[src/hw/rtl/tcce_pkg.sv]
package tcce_pkg;

   // Default geometry of the cell store
   localparam int MAX_COLUMNS_DEF = 128;
   localparam int MAX_LINES_DEF   = 64;

   // Fixed field widths
   localparam int ROW_W       = 13;
   localparam int CELL_W      = 16;
   localparam int CODE_W      = 8;
   localparam int COLOR_W     = 8;
   localparam int CFG_COLS_W  = 8;
   localparam int CFG_LINES_W = 7;
   localparam int CFG_ROWS_W  = 7;
   localparam int CSR_INDEX_W = 2;
   localparam int CSR_DATA_W  = 8;
   localparam int READ_LINE_W = 6;
   localparam int READ_COL_W  = 7;
   localparam int OUT_COL_W   = 7;
   localparam int OUT_LINE_W  = 6;

   // Request command codes
   localparam logic CMD_PUT  = 1'b0;
   localparam logic CMD_READ = 1'b1;

   // Character codes
   localparam logic [CODE_W-1:0] CH_NEWLINE   = 8'h0A;
   localparam logic [CODE_W-1:0] CH_RETURN    = 8'h0D;
   localparam logic [CODE_W-1:0] CH_BACKSPACE = 8'h10;
   localparam logic [CODE_W-1:0] CH_BLANK     = 8'h20;

   // Display row saturation bounds
   localparam logic signed [ROW_W-1:0] ROW_MIN = -13'sd4096;
   localparam logic signed [ROW_W-1:0] ROW_MAX = 13'sd4095;

   // Register reset values
   localparam logic [COLOR_W-1:0]     RST_TEXT_COLOR  = 8'd15;
   localparam logic [CFG_COLS_W-1:0]  RST_COLUMNS     = 8'd80;
   localparam logic [CFG_LINES_W-1:0] RST_LINES       = 7'd64;
   localparam logic [CFG_ROWS_W-1:0]  RST_SCREEN_ROWS = 7'd25;

   localparam logic [CELL_W-1:0] CELL_RESET = {RST_TEXT_COLOR, CH_BLANK};

   typedef enum logic [CSR_INDEX_W-1:0] {
      REG_TEXT_COLOR  = 2'd0,
      REG_COLUMNS     = 2'd1,
      REG_LINES       = 2'd2,
      REG_SCREEN_ROWS = 2'd3
   } csr_index_type;

   // Controller to datapath
   typedef struct packed {
      logic clear;
      logic load;
      logic exec;
      logic scroll;
      logic blank;
      logic top;
      logic respond;
   } ctrl_cmd_type;

   // Datapath to controller
   typedef struct packed {
      logic clear_last;
      logic is_read;
      logic is_eos;
      logic scroll_pos;
      logic scroll_neg;
      logic blank_last;
      logic rem_done;
   } dp_status_type;

endpackage

[src/hw/rtl/tcce_ctrl.sv]
// Sequencer: clear sweep, request execution, scroll, line blanking, response.
module tcce_ctrl (
   input  logic                    clock,
   input  logic                    reset,
   input  logic                    start,
   output logic                    busy,
   output logic                    rsp_strobe,
   output tcce_pkg::ctrl_cmd_type  cmd,
   input  tcce_pkg::dp_status_type status
);

   typedef enum logic [2:0] {
      S_CLEAR,
      S_IDLE,
      S_EXEC,
      S_SCROLL,
      S_BLANK,
      S_TOP,
      S_RESP
   } state_type;

   state_type state_ff;
   state_type state_in;
   logic      strobe_ff;

   always_comb begin
      cmd      = '0;
      state_in = state_ff;
      case (state_ff)
         S_CLEAR: begin
            cmd.clear = 1'b1;
            if (status.clear_last) begin
               state_in = S_IDLE;
            end
         end
         S_IDLE: begin
            cmd.load = start;
            if (start) begin
               state_in = S_EXEC;
            end
         end
         S_EXEC: begin
            cmd.exec = 1'b1;
            if (status.is_read || !status.is_eos) begin
               state_in = S_RESP;
            end else begin
               state_in = S_SCROLL;
            end
         end
         S_SCROLL: begin
            cmd.scroll = 1'b1;
            if (status.scroll_pos) begin
               state_in = S_BLANK;
            end else if (status.scroll_neg) begin
               state_in = S_TOP;
            end else begin
               state_in = S_RESP;
            end
         end
         S_BLANK: begin
            cmd.blank = 1'b1;
            if (status.blank_last) begin
               state_in = S_TOP;
            end
         end
         S_TOP: begin
            cmd.top = status.rem_done;
            if (status.rem_done) begin
               state_in = S_RESP;
            end
         end
         S_RESP: begin
            cmd.respond = 1'b1;
            state_in    = S_IDLE;
         end
         default: begin
            state_in = S_IDLE;
         end
      endcase
   end

   always_ff @(posedge clock) begin
      if (reset) begin
         state_ff  <= S_CLEAR;
         strobe_ff <= 1'b0;
      end else begin
         state_ff  <= state_in;
         strobe_ff <= cmd.respond;
      end
   end

   assign busy       = (state_ff != S_IDLE);
   assign rsp_strobe = strobe_ff;

endmodule

[config.mk]
export PLATFORM = sky130hd
export DESIGN_NAME = tcce_ctrl
export DESIGN_NICKNAME = d
export VERILOG_FILES = /design/src/hw/rtl/tcce_pkg.sv /design/src/hw/rtl/tcce_ctrl.sv
export SDC_FILE = /design/constraint.sdc
export NUM_CORES = 1
export LEC_CHECK = 0
export BUFFER_PORTS_ARGS = -buffer_cell sky130_fd_sc_hd__buf_4
export CORE_AREA = 2 2 39 41
export CTS_BUF_LIST = sky130_fd_sc_hd__clkbuf_16
export CTS_CLUSTER_SIZE = 30
export DETAILED_ROUTE_END_ITERATION = 8
export DIE_AREA = 0 0 41 43
export RECOVER_POWER = 100
export SYNTH_ARGS = -nofsm -noshare
export SYNTH_HDL_FRONTEND = slang
export SYNTH_SLANG_ARGS = --single-unit
[constraint.sdc]
create_clock -name clock -period 2 [get_ports clock]
set_input_delay 0.3 -clock clock [delete_from_list [all_inputs] [get_ports clock]]
set_output_delay 0.3 -clock clock [all_outputs]
set_load 0.01 [all_outputs]
==> results of run 1 <==
-- report_power, final --
group	internal [mW]	switching, mW
sequential	0.106	0.0220
combinational	0.220	0.271
clock	0.255	0.0498
total	0.582	0.343
-- flip-flops by register name (all words and copies together), names as in the netlist --
name / cells
state_ff: 3
rsp_strobe: 1
-- worst max-delay path: cells and delay by family, from the launching register on --
family / cells / cell delay (ps)
and+or+nand+nor: 2 / 610
DFF: 1 / 310
buffers and inverters: 2 / 310
-- per-layer routing --
layer	GRT usage (%)	up-vias	part of all wire, %
met5	0	-	0
met4	2.00	0	0
met3	4.71	0	9.7
met2	17.8	17	47
met1	15.8	174	43
li1	-	204	-
-- cell families after synthesis --
kind of cell | count (synthesis) | synth area share (%)
and+or+nand+nor | 19 | 35.8
AOI/OAI and AO/OA | 12 | 31.8
buffers and inverters | 5 | 7.69
DFF | 4 | 21.4
adders and majority gates | 1 | 3.34
-- cell usage in the layout, fill, tap and decap left out, types with 2 or more instances in the layout --
| cell type | Yosys | layout |
|---|---|---|
| buf_4 | 0 | 12 |
| clkbuf_1 | 0 | 8 |
| nor3b_1 | 5 | 5 |
| dfxtp_1 | 4 | 4 |
| nor3_1 | 2 | 3 |
| clkbuf_16 | 0 | 3 |
| nand2_1 | 2 | 2 |
| nor2b_1 | 2 | 2 |
| a21oi_1 | 2 | 2 |
| nor4_1 | 2 | 2 |
| o21ai_0 | 2 | 2 |
| o21bai_1 | 2 | 2 |
-- worst min-delay path by stage --
stage	to	depth (start not counted)
2_1_floorplan	state_ff[2]	1
3_3_place_gp	state_ff[2]	2
3_5_place_dp	state_ff[2]	2
4_1_cts	state_ff[2]	2
5_1_grt	state_ff[0]	2
6_report	state_ff[0]	2
-- cell type report --
cell class | count | area share (%)
sequential | 4 | 14.1
inverter | 2 | 1.32
multi-input combinational | 32 | 45.7
timing repair buffer | 21 | 22.1
tap | 16 | 3.53
clock buffer | 3 | 13.2
==> metrics.log, run 1 <==
[metrics] overall power consumption: 0.924 mW
[metrics] Placed Area: 531 um^2
[metrics] clock-pin slew reported for the worst setup and hold paths after clock tree synthesis: 30 ps
[metrics] maxcap violations: 0
[metrics] antenna viol nets, final: 0
[metrics] slowest cell delay on critical path: 500 ps
[metrics] setup clock skew after layout: 0.894 ps
[metrics] flops & latches, synth: 4
[metrics] required time of the critical path: 1700 ps
[metrics] antenna fix cells: 0
[metrics] status: finished clean
[metrics] critical path capture point: cmd[5]
[metrics] most used flip-flop cell after synthesis: dfxtp_1
[metrics] Critical path origin: state_ff[1]
[metrics] critical path cell sequence: clkbuf_2 -> or3b_2 -> nor2_1 -> buf_4
[metrics] worst hold margin: 269 ps
[metrics] area of the mapped netlist: 374 um^2
[metrics] I/O pin count: 19
[metrics] final weighted congestion in routability-driven placement: 0.761
[metrics] number of nets at the end of the flow: 75
[metrics] peak supply drop: 0.443 mV
[metrics] proportion of netlist area held by the largest area contributor: 21.4%
[metrics] number of buffers on the longest clock path: 2
[metrics] Post-Syn Instances: 41
[metrics] drc violations: 0
[metrics] average cell area after synthesis: 9.12 um^2
[metrics] growth of design area from synthesis to finish: 51.5%
[metrics] initial cell density of the core: 27.0%
[metrics] final instance count without filler cells: 78
[metrics] Net Count, Synth: 52
[metrics] buffers added on ports: 18
[metrics] static leakage: 0.215 nW
[metrics] RSZ-0062 raised after global routing: no
[metrics] vias in the first global route: 358
[metrics] Global Route Usage Sum: 11.8%
[metrics] cells taking the most area after synthesis: dfxtp_1, nor3b_1, a2111oi_4, a2111oi_2, nor4b_2
[metrics] reg-to-reg startpoint: state_ff[1]
[metrics] fraction of layout instances using a drive strength above 1: 37.1%
[metrics] die outline width: 41 um
[metrics] clk root buf: clkbuf_16
[metrics] end-of-flow core utilization: 41.0%
[metrics] arrival time at the worst endpoint: 1440 ps
[metrics] height of the chip: 43 um
[metrics] Storage cell area: 80.1 um^2
[metrics] startpoint class of the critical path: flip-flop
[metrics] Hold-fix buffers, CTS: 0
[metrics] clock period minus final worst setup slack: 1740 ps
[metrics] die area: 0.00176 mm^2
[metrics] setup bufs post-CTS: 0
[metrics] cell area power density: 1630 mW/mm^2
[metrics] summed negative setup slack over all endpoints: 0 ps
[metrics] worst-skew pair later-pin latency: 220 ps
[metrics] number of iterations in the first detailed-routing pass: 2
[metrics] Cell variety after synth: 26
[metrics] number of DRC markers after the initial detailed-route iteration: 2
[metrics] post-synthesis sequential area ratio: 21.4%
[metrics] CTS Buf Count: 3
[metrics] row cnt: 14
[metrics] highest achievable clock rate: 576 MHz
[metrics] # fillers: 158
[metrics] crit path capture type: output pin
[metrics] area taken by multi-input logic gates: 259 um^2
[metrics] final-report setup violation count: 0
[metrics] max-slew violation count: 0
[metrics] area of the core region: 0.00138 mm^2
[metrics] type of the worst setup path: flip-flop to output pin
[metrics] antenna violations before repair: 0
[metrics] average via count per standard cell: 5.06
[metrics] routed via count: 395
[metrics] tightest slew margin relative to the limit: 63.6%
[metrics] Max stage delay cell, worst path: or3b_2
[metrics] Worst Reg-to-Reg Cells: 5
[metrics] Reg2Reg Capture Point: state_ff[1]
[metrics] start point of the worst hold path: reset
[metrics] transition at the pin with the smallest max-transition slack: 547 ps
[metrics] largest area contributor in the synthesized netlist: dfxtp_1
[metrics] number of flops mapped to enable cells by yosys: 0
[metrics] CTS tree: built
[metrics] r2r setup slk: 390 ps
[metrics] total global routing overflow: 0
[metrics] total wire length: 919 um
[metrics] # H-tree levels: 1
[metrics] most common cell in the synthesized netlist: nor3b_1
[metrics] per-cell routed wire length: 11.8 um
[metrics] final setup slack of the worst path: 264 ps
[metrics] number of gates resized after CTS: 0
[metrics] detailed-placement wirelength estimate: 706 um
[metrics] path category of the worst min-delay check: input pin to flip-flop
[metrics] worst setup slack after placement: 489 ps
[metrics] first-pass GRT wire length: 1450 um
[metrics] count of synthesis-stage warnings from yosys: 0
[metrics] peak fanout along the critical path: 8
[metrics] final number of hold-violating endpoints: 0
[metrics] final period utilization: 86.8%
[metrics] post-layout instance area: 567 um^2
[metrics] maximum number of pins on one net before global-route repair: 14
[metrics] Sink Count: 4
[metrics] fraction of synthesis flops using an asynchronous set or reset pin: 0%
[metrics] Placed Cells: 75
[metrics] most common library cells after synthesis: nor3b_1, dfxtp_1
(Power assumes the default switching activity.)
==> inputs of run 2 (changes only) <==
Clock period 2 ns to 2.2 ns, I/O delays scaled along.
==> metrics.log, run 2 (synthesis gave the netlist of run 1 again) <==
[metrics] setup clock skew after layout: 2.39 ps (+1.50 ps)
[metrics] # H-tree levels: 1 (unchanged)
[metrics] final-report setup violation count: 0 (unchanged)
[metrics] overall power consumption: 0.822 mW (-11%)
[metrics] required time of the critical path: 1870 ps (+170 ps)
[metrics] Reg2Reg Capture Point: state_ff[1]
[metrics] maxcap violations: 0 (unchanged)
[metrics] critical path buffer and inverter count: 2 (unchanged)
[metrics] vias in the first global route: 316 (-12%)
[metrics] max-slew violation count: 0 (unchanged)
[metrics] clk root buf: clkbuf_16
[metrics] growth of design area from synthesis to finish: 48.5%
[metrics] die area: 0.00176 mm^2 (unchanged)
[metrics] final instance count without filler cells: 76 (-2.6%)
[metrics] setup bufs post-CTS: 0 (unchanged)
[metrics] total wire length: 843 um (-8.3%)
[metrics] startpoint class of the critical path: flip-flop
[metrics] Critical path origin: state_ff[2]
[metrics] average via count per standard cell: 5.09 (+0.55%)
[metrics] number of nets at the end of the flow: 73 (-2.7%)
[metrics] row cnt: 14 (unchanged)
[metrics] RSZ-0062 raised after global routing: no
[metrics] CTS Buf Count: 3 (unchanged)
[metrics] number of gates resized after CTS: 0 (unchanged)
[metrics] clock-pin slew reported for the worst setup and hold paths after clock tree synthesis: 30 ps (about the same)
[metrics] antenna fix cells: 0 (unchanged)
[metrics] drc violations: 0 (unchanged)
[metrics] r2r setup slk: 300 ps (-90 ps)
[metrics] detailed-placement wirelength estimate: 641 um (-9.2%)
[metrics] delay-heaviest family, CP: buffers and inverters
[metrics] buffers added on ports: 18 (unchanged)
[metrics] number of flip-flops under the largest register name: 3 (unchanged)
[metrics] register bank with the most flops: state_ff
[metrics] commonest non-fill, non-tap cells in the layout: buf_4, clkbuf_1, nor3b_1
[metrics] I/O pin count: 19 (unchanged)
[metrics] status: finished clean
[metrics] cell area power density: 1480 mW/mm^2 (-9.3%)
[metrics] slowest cell delay on critical path: 480 ps (-20 ps)
[metrics] highest achievable clock rate: 516 MHz
[metrics] clock period minus final worst setup slack: 1940 ps
[metrics] number of DRC markers after the initial detailed-route iteration: 12 (+10)
[metrics] height of the chip: 43 um (unchanged)
[metrics] fraction of layout instances using a drive strength above 1: 33.3% (-3.8 points)
[metrics] static leakage: 0.202 nW (-6.2%)
[metrics] maximum number of pins on one net before global-route repair: 15 (+1)
[metrics] area taken by multi-input logic gates: 264 um^2 (+1.9%)
[metrics] tightest slew margin relative to the limit: 70.0% (+6.4 points)
[metrics] area of the core region: 0.00138 mm^2 (unchanged)
[metrics] path category of the worst min-delay check: input pin to flip-flop
[metrics] reg-to-reg startpoint: state_ff[1]
[metrics] arrival time at the worst endpoint: 1610 ps (+170 ps)
[metrics] antenna violations before repair: 0 (unchanged)
[metrics] transition at the pin with the smallest max-transition slack: 449 ps (-97.1 ps)
[metrics] worst-skew pair later-pin latency: 220 ps (about the same)
[metrics] most frequent cell on the critical path: clkbuf_1
[metrics] critical path cell sequence: clkbuf_1 -> nor3b_1 -> clkbuf_1
[metrics] final weighted congestion in routability-driven placement: 0.780 (+2.5%)
[metrics] number of buffers on the longest clock path: 2 (unchanged)
[metrics] die outline width: 41 um (unchanged)
[metrics] CTS tree: built
[metrics] routed via count: 387 (-2.0%)
[metrics] Placed Cells: 73 (-2.7%)
[metrics] total global routing overflow: 0 (unchanged)
[metrics] final period utilization: 88.1%
[metrics] final number of hold-violating endpoints: 0 (unchanged)
[metrics] Global Route Usage Sum: 11.0% (-0.80 points)
[metrics] Storage cell area: 80.1 um^2 (unchanged)
[metrics] critical path capture point: cmd[0]
[metrics] type of the worst setup path: flip-flop to output pin
[metrics] number of iterations in the first detailed-routing pass: 4 (+2)
[metrics] antenna viol nets, final: 0 (unchanged)
[metrics] Placed Area: 515 um^2 (-2.8%)
[metrics] # fillers: 160 (+1.3%)
[metrics] peak supply drop: 0.575 mV (+30%)
[metrics] Hold-fix buffers, CTS: 0 (unchanged)
[metrics] summed negative setup slack over all endpoints: 0 ps (unchanged)
[metrics] Max stage delay cell, worst path: dfxtp_1
[metrics] first-pass GRT wire length: 1300 um (-10%)
[metrics] post-layout instance area: 556 um^2 (-2.0%)
[metrics] most common cell after layout, fill and taps aside: buf_4
[metrics] per-cell routed wire length: 11.1 um (-5.9%)
[metrics] peak fanout along the critical path: 11 (+3)
[metrics] Sink Count: 4 (unchanged)
[metrics] worst hold margin: 301 ps (+31.9 ps)
[metrics] crit path capture type: output pin
[metrics] Worst Reg-to-Reg Cells: 5 (unchanged)
[metrics] logic depth of the worst path, buffers included: 3 (-1)
[metrics] initial cell density of the core: 27.0% (unchanged)
==> run 2: metrics by stage <==
stage                     util, %  setup slack, ps
final                        40.1              262
after global routing         40.1              104
after CTS                    42.7              300
after detailed placement     37.3              409
after global placement       37.3              451
after floorplan                 -              698
==> run 2: layout make-up <==
class / count / area share [%]
Clock buffer: 3 / 13.5
Inverter: 2 / 1.35
Multi-Input combinational cell: 32 / 47.5
Sequential cell: 4 / 14.4
Tap cell: 16 / 3.60
Timing Repair Buffer: 19 / 19.6
==> run 2: worst min path at each step <==
stage / from / to / depth (start not counted)
2_1_floorplan: reset / state_ff[2] / 1
3_3_place_gp: reset / state_ff[2] / 2
3_5_place_dp: reset / state_ff[2] / 2
4_1_cts: reset / state_ff[2] / 2
5_1_grt: reset / state_ff[2] / 2
6_report: reset / state_ff[2] / 2
==> run 2: routing by layer <==
| metal | up-vias | GRT usage (%) | wire [um] |
|---|---|---|---|
| met5 | - | 0 | 0 |
| met4 | 0 | 6.00 | 15 |
| met3 | 2 | 6.28 | 93 |
| met2 | 17 | 13.1 | 347 |
| met1 | 168 | 15.1 | 387 |
| li1 | 200 | - | - |
==> run 2: where the power goes <==
group	internal (mW)	leakage [nW]	total, mW	switching (mW)
combinational	0.186	0.132	0.382	0.196
clock	0.232	0.0370	0.277	0.0449
sequential	0.0968	0.0327	0.163	0.0666
==> inputs of run 3 (changes only) <==
==> constraint.sdc (replaced) <==
create_clock -name clock -period 2.2 [get_ports clock]
set_input_delay 0.44 -clock clock [delete_from_list [all_inputs] [get_ports clock]]
set_output_delay 0.44 -clock clock [all_outputs]
set_load 0.01 [all_outputs]
==> metrics.log, run 3 (synthesis gave the netlist of run 1 again) <==
[metrics] status: finished clean
[metrics] Sink Count: 4 (unchanged)
[metrics] peak fanout along the critical path: 8 (-3)
[metrics] highest achievable clock rate: 542 MHz (+5.0%)
[metrics] antenna violations before repair: 0 (unchanged)
[metrics] # H-tree levels: 1 (unchanged)
[metrics] max-slew violation count: 0 (unchanged)
[metrics] drc violations: 0 (unchanged)
[metrics] number of nets at the end of the flow: 75 (+2.7%)
[metrics] number of buffers on the longest clock path: 2 (unchanged)
[metrics] total global routing overflow: 0 (unchanged)
[metrics] first-pass GRT wire length: 1440 um (+11%)
[metrics] Net Switching: 0.319 mW (+3.7%)
[metrics] clock power share: 34.0% (+0.4 points)
[metrics] per-cell routed wire length: 12.0 um (+8.0%)
[metrics] commonest non-fill, non-tap cells in the layout: buf_4, clkbuf_1, nor3b_1
[metrics] number of gates resized after CTS: 0 (unchanged)
[metrics] I/O pin count: 19 (unchanged)
[metrics] antenna viol nets, final: 0 (unchanged)
[metrics] final instance count without filler cells: 78 (+2.6%)
[metrics] worst-skew pair later-pin latency: 230 ps (about the same)
[metrics] final number of hold-violating endpoints: 0 (unchanged)
[metrics] die outline width: 41 um (unchanged)
[metrics] summed negative setup slack over all endpoints: 0 ps (unchanged)
[metrics] register share of total power: 13.4% (-6.5 points)
[metrics] clock period minus final worst setup slack: 1850 ps (-92.3 ps)
[metrics] path category of the worst min-delay check: input pin to flip-flop
[metrics] number of DRC markers after the initial detailed-route iteration: 8 (-4)
[metrics] height of the chip: 43 um (unchanged)
[metrics] fraction of power consumed by combinational cells: 52.6% (+6.1 points)
[metrics] Global Route Usage Sum: 12.1% (+1.1 points)
[metrics] final-report setup violation count: 0 (unchanged)
[metrics] CTS tree: built
[metrics] RSZ-0062 raised after global routing: no
[metrics] detailed-placement wirelength estimate: 673 um (+4.9%)
[metrics] type of the worst setup path: flip-flop to output pin
[metrics] growth of design area from synthesis to finish: 50.8%
[metrics] crit path capture type: output pin
[metrics] maxcap violations: 0 (unchanged)
[metrics] tightest slew margin relative to the limit: 60.7% (-9.3 points)
[metrics] antenna fix cells: 0 (unchanged)
[metrics] arrival time at the worst endpoint: 1410 ps (-200 ps)
[metrics] clk root buf: clkbuf_16
[metrics] fraction of layout instances using a drive strength above 1: 33.9% (+0.54 points)
[metrics] vias in the first global route: 364 (+15%)
[metrics] total wire length: 934 um (+11%)
[metrics] die area: 0.00176 mm^2 (unchanged)
[metrics] area of the core region: 0.00138 mm^2 (unchanged)
[metrics] cell area power density: 1500 mW/mm^2 (+1.2%)
[metrics] required time of the critical path: 1760 ps (-110 ps)
[metrics] most common cell after layout, fill and taps aside: buf_4
[metrics] overall power consumption: 0.845 mW (+2.8%)
[metrics] number of iterations in the first detailed-routing pass: 4 (unchanged)
[metrics] transition at the pin with the smallest max-transition slack: 575 ps (+125 ps)
[metrics] maximum number of pins on one net before global-route repair: 15 (unchanged)
[metrics] internal power contribution: 0.526 mW (+2.3%)
[metrics] clock-pin slew reported for the worst setup and hold paths after clock tree synthesis: 30 ps (about the same)
[metrics] buffers added on ports: 18 (unchanged)
[metrics] CTS Buf Count: 3 (unchanged)
[metrics] final period utilization: 83.9% (-4.2 points)
[metrics] switching part of the total: 37.8% (+0.30 points)
[metrics] peak supply drop: 0.409 mV (-29%)
[metrics] average via count per standard cell: 5.08 (-0.30%)
[metrics] final weighted congestion in routability-driven placement: 0.767 (-1.6%)
[metrics] startpoint class of the critical path: flip-flop
[metrics] setup clock skew after layout: 3.16 ps (+0.764 ps)
[metrics] number of flip-flops under the largest register name: 3 (unchanged)
[metrics] setup bufs post-CTS: 0 (unchanged)
[metrics] initial cell density of the core: 27.0% (unchanged)
[metrics] register bank with the most flops: state_ff
[metrics] Placed Cells: 75 (+2.7%)
[metrics] row cnt: 14 (unchanged)
[metrics] routed via count: 396 (+2.3%)
[metrics] Hold-fix buffers, CTS: 0 (unchanged)
[metrics] static leakage: 0.211 nW (+4.4%)
## run 3: final cells by class
type                            instances  area, um^2
Tap cell                               16        20.0
Inverter                                2        7.51
Sequential cell                         4        80.1
Fill cell                             154         820
Timing Repair Buffer                   21         124
Clock buffer                            3        75.1
Multi-Input combinational cell         32         258
## run 3: power by group through the flow
stage | Sequential (mW) | Clock (mW) | Combinational [mW]
finish | 0.114 | 0.287 | 0.444
global route | 0.117 | 0.295 | 0.487
CTS | 0.115 | 0.291 | 0.509
detailed placement | 0.116 | 0 | 0.507
global placement | 0.115 | 0 | 0.505
floorplan | 0.131 | 0 | 0.336
## run 3: through the flow
step	cell area (um^2)	setup slack, ps	util [%]	hold WS, ps
floorplan	374	659	-	508
global placement	531	618	38.3	640
detailed placement	531	599	38.3	640
CTS	606	360	43.8	402
global route	564	251	40.8	401
finish	564	354	40.8	400
## run 3: critical path: stages (launching register included)
cell and delay, ps:
dfxtp_1 290, buf_4 160, or3b_2 470, nor2_1 100
clkbuf_1 150
## run 3: final timing paths
check	start	to	slack, ps	depth (start not counted)
min reg2reg	state_ff[1]	state_ff[0]	650	3
max	state_ff[1]	cmd[5]	350	4
min	reset	state_ff[2]	400	2
max reg2reg	state_ff[1]	state_ff[2]	440	5
## run 3: routing by layer
metal  global-route usage (%)  share of wire, %  vias up  wire (um)
met5                        0                 0        -          0
met4                     8.00               2.5        0         23
met3                     4.71                11        2        100
met2                     17.8                41       16        385
met1                     13.8                46      175        425
li1                         -                 -      203          -
